===== src/rtl/ftlr_mod.sv =====
// Bit-serial restoring remainder unit used to wrap a stale playhead.
module ftlr_mod #(
  parameter int unsigned W = 21
) (
  input  logic         clk_i,
  input  logic         rst_ni,
  input  logic         start_i,
  input  logic [W-1:0] num_i,
  input  logic [W-1:0] den_i,
  output logic         done_o,
  output logic [W-1:0] rem_o
);
  localparam int unsigned CW = $clog2(W + 1);

  logic          busy_q;
  logic          done_q;
  logic [CW-1:0] cnt_q;
  logic [W-1:0]  num_q;
  logic [W-1:0]  den_q;
  logic [W:0]    rem_q;
  logic [W:0]    trial;

  always_comb begin
    trial = {rem_q[W-1:0], num_q[W-1]};
    if (trial >= {1'b0, den_q}) begin
      trial = trial - {1'b0, den_q};
    end
  end

  always_ff @(posedge clk_i or negedge rst_ni) begin
    if (!rst_ni) begin
      busy_q <= 1'b0;
      done_q <= 1'b0;
      cnt_q  <= '0;
    end else begin
      done_q <= busy_q && (cnt_q == CW'(1));
      if (start_i) begin
        busy_q <= 1'b1;
        cnt_q  <= CW'(W);
      end else if (busy_q) begin
        cnt_q <= cnt_q - 1'b1;
        if (cnt_q == CW'(1)) begin
          busy_q <= 1'b0;
        end
      end
    end
  end

  always_ff @(posedge clk_i) begin
    if (start_i) begin
      num_q <= num_i;
      den_q <= den_i;
      rem_q <= '0;
    end else if (busy_q) begin
      num_q <= {num_q[W-2:0], 1'b0};
      rem_q <= trial;
    end
  end

  assign done_o = done_q;
  assign rem_o  = rem_q[W-1:0];
endmodule


===== config.mk =====
export PLATFORM = sky130hd
export DESIGN_NAME = ftlr_mod
export DESIGN_NICKNAME = d
export VERILOG_FILES = /design/src/rtl/ftlr_mod.sv
export SDC_FILE = /design/constraint.sdc
export NUM_CORES = 1
export LEC_CHECK = 0
export BUFFER_PORTS_ARGS = -buffer_cell sky130_fd_sc_hd__buf_2
export CAP_MARGIN = 20
export CORE_MARGIN = 4
export CORE_UTILIZATION = 55
export DETAILED_ROUTE_END_ITERATION = 8
export GPL_TIMING_DRIVEN = 0
export PLACE_DENSITY = 0.79
export SYNTH_ARGS = -nofsm -noshare
export SYNTH_HDL_FRONTEND = slang
export SYNTH_SLANG_ARGS = --single-unit

===== constraint.sdc =====
create_clock -name clk_i -period 5.5 [get_ports clk_i]
set_input_delay 1.1 -clock clk_i [delete_from_list [all_inputs] [get_ports clk_i]]
set_output_delay 1.1 -clock clk_i [all_outputs]
set_load 0.01 [all_outputs]

==> flow_summary.ini <==
[global_routing]
grt-ovfl-total = 0
grt_pass1_wl_mm = 14.71
antenna_found_initial = 0
grt_max_degree = 23
grt_pass1_vias = 3054
grt.total_usage_pct = 21.36

[synth]
async_flop_share_pct = 10.00
synth_edf_count = 42
ys_seq_area_share_pct = 45.73
ys_seq_elements = 70
synth_top_family_by_area = compound AO/OA/AOI/OAI gates
synthSimpleGateAreaFrac_pct = 12.57
yosys_warnings = 0
muxShareOfSynthArea_pct = 9.522
synth_cell_type_count = 57
synthXorXnorAreaFrac_pct = 3.667
synth_fa_ha_area_share_pct = 7.581
syn_nets = 458
ys.flop_type = edfxtp_1
postSynthCellCount = 389
syn-cell-area_um2 = 4060
avgSynthCellArea_um2 = 10.44
synth_compound_area_share_pct = 15.56

[setup_path]
crit_path_start_kind = input pin
cp_max_fo = 22
arrival_ps = 3040
crit_type = input pin to flip-flop
critical-path-top-delay-family = buffers and inverters
required_ps = 5470
cp_num_cells = 5
r2r_cells = 10
worst_path_max_delay_cell = inv_1
path_cells = buf_2 -> clkbuf_1 -> nor2_1 -> clkbuf_1 -> inv_1
endpoint_kind = flip-flop
cpPeakStageDelay_ps = 640
crit_top_cell = clkbuf_1
path_buf_inv = 4

[clock_network]
post-cts-setup-buffer-count = 0
cts_tree = yes
cts_buffers = 9
htreeDepth = 3
cts.clk_slew.worst_paths_ps = 70
cts.sink_count = 70
cts-root-buf = clkbuf_8
cts_resized = 0
clk_latency_ps = 350
clock_path_buffers = 2
ctsHoldBuffers = 0

[floorplan]
die_area_um2 = 8821
placementRows = 31
start_util_pct = 56.28
core_um2 = 7214
io-pin-count = 67
dieHeight_um = 93.92
die_w_um = 93.92

[sta]
fin_setup_tns_ps = 0
setup_viol = 0
worst_pin_slew_ps = 771.4
max_freq_ghz = 0.3263
relSlewSlack_pct = 48.52
post-route-period-util_pct = 55.73
setup_ws_ps = 2435
hold_viol_final = 0
rsz0062_at_grt = false
drv_slew = 0
min_period_ps = 3065
finClkSkew_ps = 8.563

[cells_and_area]
antenna_cells = 0
layout_common_cells = buf_2 (68), edfxtp_1 (42), inv_1 (30), nor2_1 (30)
final_util_pct = 64.88
drive_gt1_share_pct = 25.27
instances_no_fill = 570
syn_to_final_growth_pct = 15.29
final_common_cell = buf_2
final_area_um2 = 4681
finalNetCount = 535

[route]
vias = 3137
vias_per_cell = 5.504
dr.pass1.iters = 4
drt-wirelength-per-cell_um = 15.46
ant_nets = 0
wl_mm = 8.813
drt_first_iter_violations = 144
drcViolationCount = 0

[place]
globalplace.congestion = 0.8670
placed_cells = 554
dpl.hpwl_mm = 6.503
dp_slack_ps = 1991
place_area_um2 = 4514
io_buffers = 66

[hold_path]
hold_class = flip-flop to flip-flop
hold-path-cell-count = 2

[power]
p_sw_uw = 300.9
seqPwrFrac_pct = 53.8
power_density_nw_per_um2 = 242.4
leakage_uw = 0.002156
pwr-share-clk_pct = 31.6
internal_power_uw = 833.7
comb_power_share_pct = 14.6
switching_share_pct = 26.52
vdd_drop_max_mv = 0.1792

[status]
status = complete, no violations

[flow_run]
drv_cap = 0
## per-stage QoR
stage,power (uW),hold WS [ps]
after floorplan,734.4,485.3
after global placement,778.2,488.4
after detailed placement,786.8,511.9
after CTS,1139,522.6
after global routing,1190,558.4
final,1135,511.6
## sequential cells by signal, summed over array words and instances (netlist names)
name / cells
busy_q: 1
done_o: 1
num_q: 21
den_q: 21
cnt_q: 5
rem_q: 21
## tightest hold or removal path, delay by kind of cell (launching register included)
| family | cells | cell delay, ps |
|---|---|---|
| DFF | 1 | 340 |
| and+or+nand+nor | 1 | 60 |
| AOI/OAI and AO/OA | 1 | 70 |
## cell usage after synthesis (8+ instances only)
| library cell | instances | area share [%] |
|---|---|---|
| edfxtp_1 | 42 | 31 |
| inv_1 | 30 | 2.8 |
| nor2_1 | 30 | 2.8 |
| ha_1 | 23 | 7.1 |
| nand2_1 | 23 | 2.1 |
| a21oi_1 | 22 | 2.7 |
| dfxtp_1 | 21 | 10 |
| mux2_2 | 21 | 5.8 |
| o21ai_0 | 16 | 2.0 |
| mux2i_1 | 15 | 3.7 |
| a211oi_1 | 14 | 2.6 |
| nand2b_1 | 10 | 1.5 |
| xnor2_1 | 10 | 2.2 |
| a21o_1 | 9 | 1.7 |
| clkbuf_1 | 9 | 0.83 |
| nor3_1 | 8 | 0.99 |
## layout make-up
| class | instances | area (um2) |
|---|---|---|
| Tap cell | 99 | 123.9 |
| Multi-Input combinational cell | 271 | 1986 |
| Timing Repair Buffer | 66 | 330.3 |
| Fill cell | 601 | 2534 |
| Clock inverter | 6 | 38.79 |
| Buffer | 18 | 105.1 |
| Sequential cell | 70 | 1857 |
| Clock buffer | 10 | 127.6 |
| Inverter | 30 | 112.6 |
## worst paths after layout
path / start / end / slack [ps]
worst max-delay path: start_i / num_q[18] / 2430
worst min-delay path: rem_q[11] / rem_q[11] / 510
worst max register to register: num_q[20] / rem_q[16] / 2490
worst min register to register: rem_q[11] / rem_q[11] / 510
max in group asynchronous: rst_ni / busy_q / 4770
min in group asynchronous: rst_ni / cnt_q[0] / 570
## per-layer routing
metal / track usage [%] / vias to the layer above / routed length (um)
li1: - / 1577 / -
met1: 28.53 / 1465 / 3996
met2: 33.18 / 87 / 4114
met3: 6.330 / 8 / 619
met4: 7.100 / 0 / 82
met5: 0 / - / 0
## logic make-up (layout without fill, tap and decap cells)
logic type                 after synthesis  after routing
DFF                                     70             70
muxes                                   36             36
xor gates and xnor gates                17             17
buffers and inverters                   48            130
adders and majority gates               24             24
AOI/OAI and AO/OA                       92             92
and+or+nand+nor                        102            102
## power groups by stage
stage	sequential, uW	combinational (uW)	clock (uW)
after global placement	620	159	0
after detailed placement	622	165	0
final	610	166	359
after CTS	610	166	362
after floorplan	618	117	0
after global routing	614	185	391
No activity file was read; power rests on OpenSTA's default activity.
